**config.mk**
```make
export PLATFORM = sky130hd
export DESIGN_NAME = three_band_biquad_equalizer_unit_flat
export DESIGN_NICKNAME = d
export VERILOG_FILES = /design/src/rtl/eqz_pkg.sv /design/src/rtl/eqz_in_if.sv /design/src/rtl/eqz_out_if.sv /design/src/rtl/eqz_hist_mem.sv /design/src/rtl/eqz_mac.sv /design/src/rtl/three_band_biquad_equalizer_unit.sv /design/src/flat_wrapper.sv
export VERILOG_INCLUDE_DIRS = /design/src /design/src/rtl
export SDC_FILE = /design/constraint.sdc
export NUM_CORES = 2
export LEC_CHECK = 0
export BUFFER_PORTS_ARGS = -buffer_cell sky130_fd_sc_hd__clkbuf_2
export CAP_MARGIN = 20
export CORE_MARGIN = 2
export CORE_UTILIZATION = 55
export CTS_BUF_LIST = sky130_fd_sc_hd__clkbuf_16
export CTS_CLUSTER_SIZE = 16
export DETAILED_ROUTE_END_ITERATION = 8
export PLACE_DENSITY = 0.71
export SYNTH_ARGS = -nofsm -noshare
export SYNTH_HDL_FRONTEND = slang
export SYNTH_SLANG_ARGS = --single-unit
```
**constraint.sdc**
```tcl
create_clock -name clk -period 21.8 [get_ports clk]
set_input_delay 1.09 -clock clk [delete_from_list [all_inputs] [get_ports clk]]
set_output_delay 1.09 -clock clk [all_outputs]
set_load 0.05 [all_outputs]
```
**src/rtl/three_band_biquad_equalizer_unit_macros.svh**
```systemverilog
// ----------------------------------------------------------------------------
// Assertion macros for the three-band biquad equalizer
// Shared helpers that wrap concurrent assertions on the block clock.
// ----------------------------------------------------------------------------
`ifndef THREE_BAND_BIQUAD_EQUALIZER_UNIT_MACROS_SVH
`define THREE_BAND_BIQUAD_EQUALIZER_UNIT_MACROS_SVH

// Checked outside reset only
`define EQZ_ASSERT(label, prop, msg) \
  label: assert property (@(posedge clk) disable iff (rst) (prop)) else $error(msg);

// Checked at every edge, reset included
`define EQZ_ASSERT_ALWAYS(label, prop, msg) \
  label: assert property (@(posedge clk) (prop)) else $error(msg);

`endif

```
**src/rtl/eqz_pkg.sv**
```systemverilog
// ----------------------------------------------------------------------------
// eqz_pkg
// Shared constants, register codes and control types of the equalizer.
// ----------------------------------------------------------------------------
package eqz_pkg;

  // Default configuration
  localparam int CHANNELS_DEF       = 2;
  localparam int SAMPLE_BITS_DEF    = 24;
  localparam int COEF_FRAC_BITS_DEF = 16;

  // Fixed geometry
  localparam int NUM_BANDS  = 3;
  localparam int COEF_BITS  = 20;
  localparam int FF_BITS    = 3 * COEF_BITS;
  localparam int FB_BITS    = 2 * COEF_BITS;
  localparam int CFG_DATA_W = FF_BITS;
  localparam int CFG_IDX_W  = 3;

  // Register reset values: b0 = 1.0, everything else zero
  localparam logic [FF_BITS-1:0] FF_RESET = FF_BITS'(65536);
  localparam logic [FB_BITS-1:0] FB_RESET = '0;

  // Configuration register indexes
  typedef enum logic [CFG_IDX_W-1:0] {
    REG_BAND_ENABLE = 3'd0,
    REG_BASS_FF     = 3'd1,
    REG_BASS_FB     = 3'd2,
    REG_MID_FF      = 3'd3,
    REG_MID_FB      = 3'd4,
    REG_TREBLE_FF   = 3'd5,
    REG_TREBLE_FB   = 3'd6
  } eqz_reg_t;

  // Sequencer to multiply-accumulate unit
  typedef struct packed {
    logic clear;   // zero the accumulator
    logic mul_en;  // register a new product
    logic sub;     // product is a feedback term
  } eqz_mac_ctrl_t;

endpackage

```
**src/rtl/eqz_in_if.sv**
```systemverilog
// ----------------------------------------------------------------------------
// eqz_in_if
// Input sample channel: valid/ready handshake with sample, channel, marker.
// ----------------------------------------------------------------------------
interface eqz_in_if #(
  parameter int SAMPLE_BITS = eqz_pkg::SAMPLE_BITS_DEF
) ();
  logic                          valid;
  logic                          ready;
  logic signed [SAMPLE_BITS-1:0] sample_in;
  logic                          channel_in;
  logic                          frame_end_in;

  modport source (output valid, sample_in, channel_in, frame_end_in, input ready);
  modport sink   (input valid, sample_in, channel_in, frame_end_in, output ready);
endinterface

```
**src/rtl/eqz_out_if.sv**
```systemverilog
// ----------------------------------------------------------------------------
// eqz_out_if
// Output sample channel: valid/ready handshake with sample, channel, marker.
// ----------------------------------------------------------------------------
interface eqz_out_if #(
  parameter int SAMPLE_BITS = eqz_pkg::SAMPLE_BITS_DEF
) ();
  logic                          valid;
  logic                          ready;
  logic signed [SAMPLE_BITS-1:0] sample_out;
  logic                          channel_out;
  logic                          frame_end_out;

  modport source (output valid, sample_out, channel_out, frame_end_out, input ready);
  modport sink   (input valid, sample_out, channel_out, frame_end_out, output ready);
endinterface

```
**src/rtl/eqz_hist_mem.sv**
```systemverilog
// ----------------------------------------------------------------------------
// eqz_hist_mem
// Filter history memory: one row of x1, x2, y1, y2 per channel and band.
// Synchronous read, data in the next cycle; unwritten rows read as zero.
// ----------------------------------------------------------------------------
module eqz_hist_mem #(
  parameter int CHANNELS    = eqz_pkg::CHANNELS_DEF,
  parameter int SAMPLE_BITS = eqz_pkg::SAMPLE_BITS_DEF,
  localparam int DEPTH      = CHANNELS * eqz_pkg::NUM_BANDS,
  localparam int AW         = $clog2(DEPTH),
  localparam int ROW_W      = 4 * SAMPLE_BITS
) (
  input  logic             clk,
  input  logic             rst,
  input  logic             rd_en,
  input  logic [AW-1:0]    rd_addr,
  output logic [ROW_W-1:0] rd_data,
  input  logic             wr_en,
  input  logic [AW-1:0]    wr_addr,
  input  logic [ROW_W-1:0] wr_data
);

  logic [ROW_W-1:0] mem [DEPTH];
  logic [ROW_W-1:0] rd_q;
  logic [DEPTH-1:0] row_valid;
  logic             rd_hit;

  // Storage array
  always_ff @(posedge clk) begin
    if (wr_en) begin
      mem[wr_addr] <= wr_data;
    end
    if (rd_en) begin
      rd_q <= mem[rd_addr];
    end
  end

  // Per-row written flags, cleared by reset
  always_ff @(posedge clk) begin
    if (rst) begin
      row_valid <= '0;
      rd_hit    <= 1'b0;
    end else begin
      if (wr_en) begin
        row_valid[wr_addr] <= 1'b1;
      end
      if (rd_en) begin
        rd_hit <= row_valid[rd_addr];
      end
    end
  end

  assign rd_data = rd_hit ? rd_q : '0;

endmodule

```
**src/rtl/eqz_mac.sv**
```systemverilog
// ----------------------------------------------------------------------------
// eqz_mac
// Shared multiply-accumulate unit with rounding and saturation of the sum.
// One registered product per cycle while enabled, accumulated the cycle after.
// ----------------------------------------------------------------------------
module eqz_mac #(
  parameter int SAMPLE_BITS    = eqz_pkg::SAMPLE_BITS_DEF,
  parameter int COEF_FRAC_BITS = eqz_pkg::COEF_FRAC_BITS_DEF
) (
  input  logic                          clk,
  input  logic                          rst,
  input  eqz_pkg::eqz_mac_ctrl_t        ctrl,
  input  logic signed [eqz_pkg::COEF_BITS-1:0] coef,
  input  logic signed [SAMPLE_BITS-1:0] opnd,
  output logic signed [SAMPLE_BITS-1:0] result
);

  localparam int PROD_W = eqz_pkg::COEF_BITS + SAMPLE_BITS;
  localparam int ACC_W  = PROD_W + 3;
  localparam int RW     = ACC_W + 1;
  localparam logic signed [RW-1:0] RND    = RW'(1) << (COEF_FRAC_BITS - 1);
  localparam logic signed [RW-1:0] SAT_HI = (RW'(1) << (SAMPLE_BITS - 1)) - RW'(1);
  localparam logic signed [RW-1:0] SAT_LO = -SAT_HI - RW'(1);

  logic signed [PROD_W-1:0] prod;
  logic                     prod_vld;
  logic                     prod_sub;
  logic signed [ACC_W-1:0]  acc;
  logic signed [ACC_W-1:0]  prod_ext;
  logic signed [RW-1:0]     rounded;
  logic signed [RW-1:0]     shifted;

  // Product register
  always_ff @(posedge clk) begin
    if (ctrl.mul_en) begin
      prod <= coef * opnd;
    end
  end

  always_ff @(posedge clk) begin
    if (rst) begin
      prod_vld <= 1'b0;
      prod_sub <= 1'b0;
    end else begin
      prod_vld <= ctrl.mul_en;
      prod_sub <= ctrl.sub;
    end
  end

  // Accumulator
  assign prod_ext = ACC_W'(prod);

  always_ff @(posedge clk) begin
    if (ctrl.clear) begin
      acc <= '0;
    end else if (prod_vld) begin
      acc <= prod_sub ? acc - prod_ext : acc + prod_ext;
    end
  end

  // Round half up, drop fraction bits, clamp to sample range
  always_comb begin
    rounded = RW'(acc) + RND;
    shifted = rounded >>> COEF_FRAC_BITS;
    if (shifted > SAT_HI) begin
      result = SAT_HI[SAMPLE_BITS-1:0];
    end else if (shifted < SAT_LO) begin
      result = SAT_LO[SAMPLE_BITS-1:0];
    end else begin
      result = shifted[SAMPLE_BITS-1:0];
    end
  end

endmodule

```
**src/rtl/three_band_biquad_equalizer_unit.sv**
```systemverilog
// ----------------------------------------------------------------------------
// three_band_biquad_equalizer_unit
// Bass, mid and treble direct-form-I biquads in cascade over interleaved
// channels; per-channel history lives in a single-port-style row memory.
// ----------------------------------------------------------------------------
// Usage:
//   in_stream carries one sample with its channel and a buffer-end marker;
//   out_stream returns one equalized sample per input transaction, in order,
//   with channel and marker passed through. Coefficients and band enables are
//   written through cfg_write/cfg_index/cfg_data while the block is idle.
// Sequencing:
//   One sample at a time. Each enabled band costs one history read, five
//   products through the one shared multiplier, one accumulate drain and
//   one write-back. A channel outside the configured range passes straight
//   through.
// Reset:
//   Synchronous, active high. Registers return to unity-gain pass-through
//   with all bands disabled; history rows read as zero until written.
// Back-pressure:
//   The result sits in an output register; a new sample is taken while it
//   waits, but the next result is held until out_stream.ready frees it.
// ----------------------------------------------------------------------------
`include "three_band_biquad_equalizer_unit_macros.svh"

module three_band_biquad_equalizer_unit #(
  parameter int CHANNELS       = eqz_pkg::CHANNELS_DEF,
  parameter int SAMPLE_BITS    = eqz_pkg::SAMPLE_BITS_DEF,
  parameter int COEF_FRAC_BITS = eqz_pkg::COEF_FRAC_BITS_DEF
) (
  input  logic                           clk,
  input  logic                           rst,
  eqz_in_if.sink                         in_stream,
  eqz_out_if.source                      out_stream,
  input  logic                           cfg_write,
  input  logic [eqz_pkg::CFG_IDX_W-1:0]  cfg_index,
  input  logic [eqz_pkg::CFG_DATA_W-1:0] cfg_data
);

  localparam int DEPTH = CHANNELS * eqz_pkg::NUM_BANDS;
  localparam int AW    = $clog2(DEPTH);
  localparam int ROW_W = 4 * SAMPLE_BITS;
  localparam int CB    = eqz_pkg::COEF_BITS;

  typedef enum logic [5:0] {
    S_IDLE = 6'b000001,
    S_SCAN = 6'b000010,
    S_MAC  = 6'b000100,
    S_ACC  = 6'b001000,
    S_WB   = 6'b010000,
    S_DONE = 6'b100000
  } state_t;

  typedef enum logic [2:0] {
    T_X0 = 3'd0,
    T_X1 = 3'd1,
    T_X2 = 3'd2,
    T_Y1 = 3'd3,
    T_Y2 = 3'd4
  } term_t;

  // Configuration registers
  logic [eqz_pkg::NUM_BANDS-1:0] band_enable;
  logic [eqz_pkg::FF_BITS-1:0]   ff [eqz_pkg::NUM_BANDS];
  logic [eqz_pkg::FB_BITS-1:0]   fb [eqz_pkg::NUM_BANDS];

  // Sequencer and item registers
  state_t                        state, state_next;
  term_t                         term, term_next;
  logic [1:0]                    band;
  logic signed [SAMPLE_BITS-1:0] x0;
  logic                          ch;
  logic                          frame_end;

  // Output register
  logic                          out_valid;
  logic signed [SAMPLE_BITS-1:0] out_sample;
  logic                          out_channel;
  logic                          out_frame_end;

  // Datapath nets
  logic                          in_acc;
  logic                          ch_ok;
  logic                          bands_done;
  logic                          out_load;
  logic                          hist_re;
  logic                          hist_we;
  logic [AW-1:0]                 hist_addr;
  logic [ROW_W-1:0]              hist_row;
  logic [ROW_W-1:0]              hist_wr_row;
  logic signed [SAMPLE_BITS-1:0] h_x1, h_x2, h_y1, h_y2;
  logic [eqz_pkg::FF_BITS-1:0]   ff_sel;
  logic [eqz_pkg::FB_BITS-1:0]   fb_sel;
  logic signed [CB-1:0]          coef;
  logic signed [SAMPLE_BITS-1:0] opnd;
  logic signed [SAMPLE_BITS-1:0] y0;
  eqz_pkg::eqz_mac_ctrl_t        mac_ctrl;

  // Register writes; unknown indexes are dropped
  always_ff @(posedge clk) begin
    if (rst) begin
      band_enable <= '0;
      for (int b = 0; b < eqz_pkg::NUM_BANDS; b++) begin
        ff[b] <= eqz_pkg::FF_RESET;
        fb[b] <= eqz_pkg::FB_RESET;
      end
    end else if (cfg_write) begin
      unique case (cfg_index)
        eqz_pkg::REG_BAND_ENABLE: band_enable <= cfg_data[eqz_pkg::NUM_BANDS-1:0];
        eqz_pkg::REG_BASS_FF:     ff[0] <= cfg_data[eqz_pkg::FF_BITS-1:0];
        eqz_pkg::REG_BASS_FB:     fb[0] <= cfg_data[eqz_pkg::FB_BITS-1:0];
        eqz_pkg::REG_MID_FF:      ff[1] <= cfg_data[eqz_pkg::FF_BITS-1:0];
        eqz_pkg::REG_MID_FB:      fb[1] <= cfg_data[eqz_pkg::FB_BITS-1:0];
        eqz_pkg::REG_TREBLE_FF:   ff[2] <= cfg_data[eqz_pkg::FF_BITS-1:0];
        eqz_pkg::REG_TREBLE_FB:   fb[2] <= cfg_data[eqz_pkg::FB_BITS-1:0];
        default: ;
      endcase
    end
  end

  // Handshake and status
  assign in_stream.ready = (state == S_IDLE);
  assign in_acc          = in_stream.valid && in_stream.ready;
  assign ch_ok           = int'(ch) < CHANNELS;
  assign bands_done      = (band == 2'(eqz_pkg::NUM_BANDS));
  assign out_load        = (state == S_DONE) && (!out_valid || out_stream.ready);

  // Next state
  always_comb begin
    state_next = state;
    term_next  = term;
    unique case (state)
      S_IDLE: begin
        if (in_acc) state_next = S_SCAN;
      end
      S_SCAN: begin
        if (!ch_ok || bands_done) begin
          state_next = S_DONE;
        end else if (band_enable[band]) begin
          state_next = S_MAC;
          term_next  = T_X0;
        end
      end
      S_MAC: begin
        case (term)
          T_X0:    term_next = T_X1;
          T_X1:    term_next = T_X2;
          T_X2:    term_next = T_Y1;
          T_Y1:    term_next = T_Y2;
          default: term_next = T_X0;
        endcase
        if (term == T_Y2) state_next = S_ACC;
      end
      S_ACC:  state_next = S_WB;
      S_WB:   state_next = S_SCAN;
      S_DONE: begin
        if (out_load) state_next = S_IDLE;
      end
      default: state_next = S_IDLE;
    endcase
  end

  always_ff @(posedge clk) begin
    if (rst) begin
      state <= S_IDLE;
      term  <= T_X0;
      band  <= '0;
    end else begin
      state <= state_next;
      term  <= term_next;
      if (in_acc) begin
        band <= '0;
      end else if ((state == S_SCAN && !bands_done && ch_ok && !band_enable[band]) ||
                   state == S_WB) begin
        band <= band + 2'd1;
      end
    end
  end

  // Running sample: input on accept, each stage output after write-back
  always_ff @(posedge clk) begin
    if (in_acc) begin
      x0        <= in_stream.sample_in;
      ch        <= in_stream.channel_in;
      frame_end <= in_stream.frame_end_in;
    end else if (state == S_WB) begin
      x0 <= y0;
    end
  end

  // History row access; one item in flight, so a row is never read before
  // its previous write-back has landed
  assign hist_addr = AW'(int'(ch) * eqz_pkg::NUM_BANDS + int'(band));
  assign hist_re   = (state == S_SCAN) && ch_ok && !bands_done && band_enable[band];
  assign hist_we   = (state == S_WB);

  assign h_x1 = hist_row[SAMPLE_BITS-1:0];
  assign h_x2 = hist_row[2*SAMPLE_BITS-1:SAMPLE_BITS];
  assign h_y1 = hist_row[3*SAMPLE_BITS-1:2*SAMPLE_BITS];
  assign h_y2 = hist_row[4*SAMPLE_BITS-1:3*SAMPLE_BITS];

  // Shifted history: x2 <= x1, x1 <= x0, y2 <= y1, y1 <= y0
  assign hist_wr_row = {h_y1, y0, h_x1, x0};

  eqz_hist_mem #(
    .CHANNELS    (CHANNELS),
    .SAMPLE_BITS (SAMPLE_BITS)
  ) u_hist (
    .clk     (clk),
    .rst     (rst),
    .rd_en   (hist_re),
    .rd_addr (hist_addr),
    .rd_data (hist_row),
    .wr_en   (hist_we),
    .wr_addr (hist_addr),
    .wr_data (hist_wr_row)
  );

  // Operand and coefficient select for the current term
  assign ff_sel = ff[band];
  assign fb_sel = fb[band];

  always_comb begin
    case (term)
      T_X0: begin
        coef = ff_sel[CB-1:0];
        opnd = x0;
      end
      T_X1: begin
        coef = ff_sel[2*CB-1:CB];
        opnd = h_x1;
      end
      T_X2: begin
        coef = ff_sel[3*CB-1:2*CB];
        opnd = h_x2;
      end
      T_Y1: begin
        coef = fb_sel[CB-1:0];
        opnd = h_y1;
      end
      T_Y2: begin
        coef = fb_sel[2*CB-1:CB];
        opnd = h_y2;
      end
      default: begin
        coef = '0;
        opnd = '0;
      end
    endcase
  end

  assign mac_ctrl.clear  = hist_re;
  assign mac_ctrl.mul_en = (state == S_MAC);
  assign mac_ctrl.sub    = (term == T_Y1) || (term == T_Y2);

  eqz_mac #(
    .SAMPLE_BITS    (SAMPLE_BITS),
    .COEF_FRAC_BITS (COEF_FRAC_BITS)
  ) u_mac (
    .clk    (clk),
    .rst    (rst),
    .ctrl   (mac_ctrl),
    .coef   (coef),
    .opnd   (opnd),
    .result (y0)
  );

  // Output register
  always_ff @(posedge clk) begin
    if (rst) begin
      out_valid <= 1'b0;
    end else if (out_load) begin
      out_valid <= 1'b1;
    end else if (out_stream.ready) begin
      out_valid <= 1'b0;
    end
  end

  always_ff @(posedge clk) begin
    if (out_load) begin
      out_sample    <= x0;
      out_channel   <= ch;
      out_frame_end <= frame_end;
    end
  end

  assign out_stream.valid         = out_valid;
  assign out_stream.sample_out    = out_sample;
  assign out_stream.channel_out   = out_channel;
  assign out_stream.frame_end_out = out_frame_end;

  // Checks
  `EQZ_ASSERT(a_no_rw_overlap, !(hist_re && hist_we), "history read and write in one cycle")
  `EQZ_ASSERT(a_accept_starts_scan, in_acc |=> (state == S_SCAN), "accept did not start a scan")
  `EQZ_ASSERT(a_wb_after_drain, (state == S_WB) |-> $past(state == S_ACC),
              "write-back without accumulator drain")
  `EQZ_ASSERT(a_out_from_done, $rose(out_valid) |-> $past(state == S_DONE),
              "result raised outside completion")
  `EQZ_ASSERT(a_state_onehot, $onehot(state), "sequencer state not one-hot")

endmodule

```
**src/flat_wrapper.sv**
```systemverilog
// flat-port wrapper written by rule: the top's interface ports become plain ports
module three_band_biquad_equalizer_unit_flat 
#(
  parameter int CHANNELS       = eqz_pkg::CHANNELS_DEF,
  parameter int SAMPLE_BITS    = eqz_pkg::SAMPLE_BITS_DEF,
  parameter int COEF_FRAC_BITS = eqz_pkg::COEF_FRAC_BITS_DEF
)
  (clk, rst, cfg_write, cfg_index, cfg_data, in_stream_valid, in_stream_sample_in, in_stream_channel_in, in_stream_frame_end_in, in_stream_ready, out_stream_valid, out_stream_sample_out, out_stream_channel_out, out_stream_frame_end_out, out_stream_ready);
  eqz_in_if #(.SAMPLE_BITS(SAMPLE_BITS)) in_stream_i ();
  eqz_out_if #(.SAMPLE_BITS(SAMPLE_BITS)) out_stream_i ();
  input  logic clk;
  input  logic rst;
  input  logic cfg_write;
  input  logic [eqz_pkg::CFG_IDX_W-1:0] cfg_index;
  input  logic [eqz_pkg::CFG_DATA_W-1:0] cfg_data;
  input wire logic [$bits(in_stream_i.valid)-1:0] in_stream_valid;
  input wire logic [$bits(in_stream_i.sample_in)-1:0] in_stream_sample_in;
  input wire logic [$bits(in_stream_i.channel_in)-1:0] in_stream_channel_in;
  input wire logic [$bits(in_stream_i.frame_end_in)-1:0] in_stream_frame_end_in;
  output wire logic [$bits(in_stream_i.ready)-1:0] in_stream_ready;
  output wire logic [$bits(out_stream_i.valid)-1:0] out_stream_valid;
  output wire logic [$bits(out_stream_i.sample_out)-1:0] out_stream_sample_out;
  output wire logic [$bits(out_stream_i.channel_out)-1:0] out_stream_channel_out;
  output wire logic [$bits(out_stream_i.frame_end_out)-1:0] out_stream_frame_end_out;
  input wire logic [$bits(out_stream_i.ready)-1:0] out_stream_ready;
  assign in_stream_i.valid = in_stream_valid;
  assign in_stream_i.sample_in = in_stream_sample_in;
  assign in_stream_i.channel_in = in_stream_channel_in;
  assign in_stream_i.frame_end_in = in_stream_frame_end_in;
  assign in_stream_ready = in_stream_i.ready;
  assign out_stream_valid = out_stream_i.valid;
  assign out_stream_sample_out = out_stream_i.sample_out;
  assign out_stream_channel_out = out_stream_i.channel_out;
  assign out_stream_frame_end_out = out_stream_i.frame_end_out;
  assign out_stream_i.ready = out_stream_ready;
  three_band_biquad_equalizer_unit #(.CHANNELS(CHANNELS), .SAMPLE_BITS(SAMPLE_BITS), .COEF_FRAC_BITS(COEF_FRAC_BITS)) u_core (.clk(clk), .rst(rst), .in_stream(in_stream_i), .out_stream(out_stream_i), .cfg_write(cfg_write), .cfg_index(cfg_index), .cfg_data(cfg_data));
endmodule
```
==> summary.md <==
| Metric | Value |
|---|---|
| Setup CP Type | reg -> reg |
| Share of layout cells above drive strength 1 | 0.121 |
| RSZ-0062 raised after global routing | false |
| I/O pins | 122 |
| WP data required | ~22000 ps |
| Congestion Overflow GR | 0 |
| Primary FF master, synth | edfxtp_1 |
| Critical Path Max Stage Delay | 800 ps |
| Post-DP HPWL | 114000 µm |
| Worst-path clk slew | 70 ps |
| Yosys warning count | 0 |
| Distinct cells, synth | 78 |
| Synth-to-Final Area Change | 9.90% |
| FF+latch count, synth | between 1k and 1.5k |
| DP Area | 0.0677 mm² |
| Post-synth EDFFs | 1068 |
| Final Hold Viols | 0 |
| Number of global-route vias before repair | ~42k |
| Slew Viols, Final | 0 |
| CP Data Arrival Time | between 10000 and 15000 ps |
| Synth area leader | edfxtp_1 |
| Clock skew | about 60 ps |
| Port-buffer cells | 121 |
| Syn nets | 5930 |
| CP Max Fanout | 46 |
| CTS Buffer Depth | 3 |
| CTS tree | built |
| Ranking of synthesized cells by area | edfxtp_1 (49%), fa_1 (15%), inv_1 (3.5%), ha_1 (3.2%), mux2i_1 (2.7%) |
| DRC viols | 0 |
| Vias | 41.3k |
| Initial DRC count | 4150 |
| Initial antenna violation count | 3 |
| Mean Syn Cell Area | 12.6 µm² |
| Hold crit path type | reg -> reg |
| Asr flop ratio synth | 0 |
| Fillers | 9008 |
| Fin nets | 6011 |
| Initial Util | 0.553 |
| Die extent in y | 348 µm |
| Largest net degree at the start of global routing | 82 |
| Clock sinks | 1141 |
| Total Neg Setup Slack | 0 ps |
| Gr usage total | 0.281 |
| Htree depth | 3 |
| Routed WL | 169000 µm |
| Max Cap Violations | 0 |
| Global-route wire length before repair | 256000 µm |
| Tcrit/Tclk final | 0.471 |
| Final Setup Violations | 0 |
| Startpoint types | flop |
| Hold_buf cts | 0 |
| Core area | 0.118 mm² |
| Die area | 0.121 mm² |
| Std-Cell Rows | 126 |
| Sequential cell area | 0.0335 mm² |
| Seq/Total Area, Yosys | 0.515 |
| Vias per cell | 6.00 |
| Setup repair bufs after CTS | 0 |
| Routed wire per std cell | 24.5 µm |
| CP endpoint kind | flop |
| Die Wd | approximately 350 µm |
| Mapped cell area | 0.0651 mm² |
| Worst-margin pin slew | 1220 ps |
| Post-DRT Antenna Nets | 0 |
| Max Fclk | roughly 97 MHz |
| Cell area after layout | 0.0716 mm² |
| Minimum clock period | 10260 ps |
| Worst slew margin | 0.185 |
| Post-cts sizing count | 0 |
| Post-synthesis cell count | 5177 |
| Routability cong. | 0.940 |
| CTS buffer count | 113 |
| Synth top area share | 0.492 |
| Most common cell on crit path | fa_1 |
| Multi-input logic area | 0.0286 mm² |
| First-pass iteration count of the detailed router | 5 |
| Critical path's slowest cell | buf_4 |
| WHS | 458 ps |
| Status | finished, final reports clean |
| Root Driver | clkbuf_16 |
| Clk_lat worst skew | 750 ps |
## registers in the layout (all words and copies together) (netlist names), named ones only
signal / flops
u_core.term: 3
u_core.frame_end: 1
u_core.out_stream.channel_out: 1
u_core.out_stream.frame_end_out: 1
u_core.ch: 1
u_core.u_hist.rd_hit: 1
u_core.u_mac.prod: 44
u_core.u_hist.rd_q: 96
u_core.u_mac.acc: 47
u_core.out_stream.valid: 1
u_core.u_mac.prod_sub: 1
u_core.state: 6
u_core.u_hist.row_valid: 6
u_core.band: 2
u_core.ff: 180
u_core.fb: 120
u_core.u_mac.prod_vld: 1
u_core.u_hist.mem: 576
u_core.out_stream.sample_out: 24
u_core.band_enable: 3
u_core.x0: 24
## through the flow
stage | utilization | instances | setup slack (ps)
floorplan | - | 5177 | 12620
global placement | 0.575 | 6678 | 11840
detailed placement | 0.575 | 6678 | 11670
CTS | 0.608 | 6890 | 11550
global route | 0.608 | 6891 | 10910
finish | 0.608 | 6892 | 11540
## metal layers
| metal | GRT usage | part of all wire |
|---|---|---|
| met1 | 0.398 | 0.41 |
| met2 | 0.429 | 0.45 |
| met3 | 0.0683 | 0.11 |
| met4 | 0.0922 | 0.035 |
| met5 | 0 | 0 |
## worst max-delay path, delay by kind of cell, from the launching register on
family          cells  cell delay, ps
flops               1             790
buf+inv             5             990
simple gates        2             320
mux                 1             590
compound gates     11            3330
fa+ha+maj           8            3820
xor+xnor            1              80
## cell families (layout without fill, tap and decap cells)
kind of cell / after synthesis / after routing / synth area share
other cells: 0 / 1 / 0
compound gates: 793 / 793 / 0.0812
mux: 345 / 345 / 0.0629
fa+ha+maj: 659 / 659 / 0.183
buf+inv: 863 / 1041 / 0.0503
simple gates: 1223 / 1223 / 0.0869
flops: 1141 / 1141 / 0.515
xor+xnor: 153 / 153 / 0.0206
## cell type report
cell class,instances,area share
antenna,1,0.0000350
clock buffer,113,0.0395
clock inverter,99,0.0153
inverter,616,0.0324
multi-input combinational,3173,0.399
sequential,1141,0.469
tap,1536,0.0268
timing repair buffer,213,0.0182
## synthesized netlist by cell type (9+ instances only)
cell type     n
edfxtp_1   1068
inv_1       615
fa_1        494
nor2_1      414
nand2_1     380
a21oi_1     189
clkbuf_1    181
mux2i_1     173
and2_1      168
ha_1        165
o21ai_0     158
mux2_2      134
xnor2_1     111
a22oi_1      98
dfxtp_1      73
nand2b_1     56
a21o_1       54
a221o_1      50
buf_1        49
nor3_1       47
xor2_1       42
mux4_2       38
nand3_1      35
a31oi_1      33
nor2b_1      33
o22ai_1      28
o21a_1       25
a221oi_1     23
a2111oi_0    20
a22o_1       19
o21ai_2      19
a211oi_1     15
o21bai_1     15
buf_2        14
and3_1       12
nand4_1      12
and4_1        9
o21ai_1       9
or3_1         9
## final timing paths
| check | startpoint | end | slack [ps] | depth (start not counted) |
|---|---|---|---|---|
| setup / recovery | flop | u_core.u_mac.prod[43]$_DFFE_PP_ | 11540 | 28 |
| hold / removal | u_core.frame_end$_DFFE_PP_ | u_core.out_stream.frame_end_out$_DFFE_PP_ | 460 | 0 |
| setup reg to reg | flop | u_core.u_mac.prod[43]$_DFFE_PP_ | 11540 | 28 |
| hold reg to reg | u_core.frame_end$_DFFE_PP_ | u_core.out_stream.frame_end_out$_DFFE_PP_ | 460 | 0 |
## cells in the final DEF (no fill, tap or decap), types with 56 or more instances in the layout
master	count
a21oi_1	180
a22oi_1	98
and2_1	167
buf_4	91
clkbuf_16	113
clkbuf_2	121
dfxtp_1	66
edfxtp_1	1068
fa_1	493
ha_1	164
inv_1	637
mux2_2	134
mux2i_1	173
nand2_1	380
nand2b_1	56
nor2_1	409
o21ai_0	151
xnor2_1	111
Power is left out: the tool's default activity adds up to more than one toggle a clock period on the data nets, which glitch-free logic cannot reach.
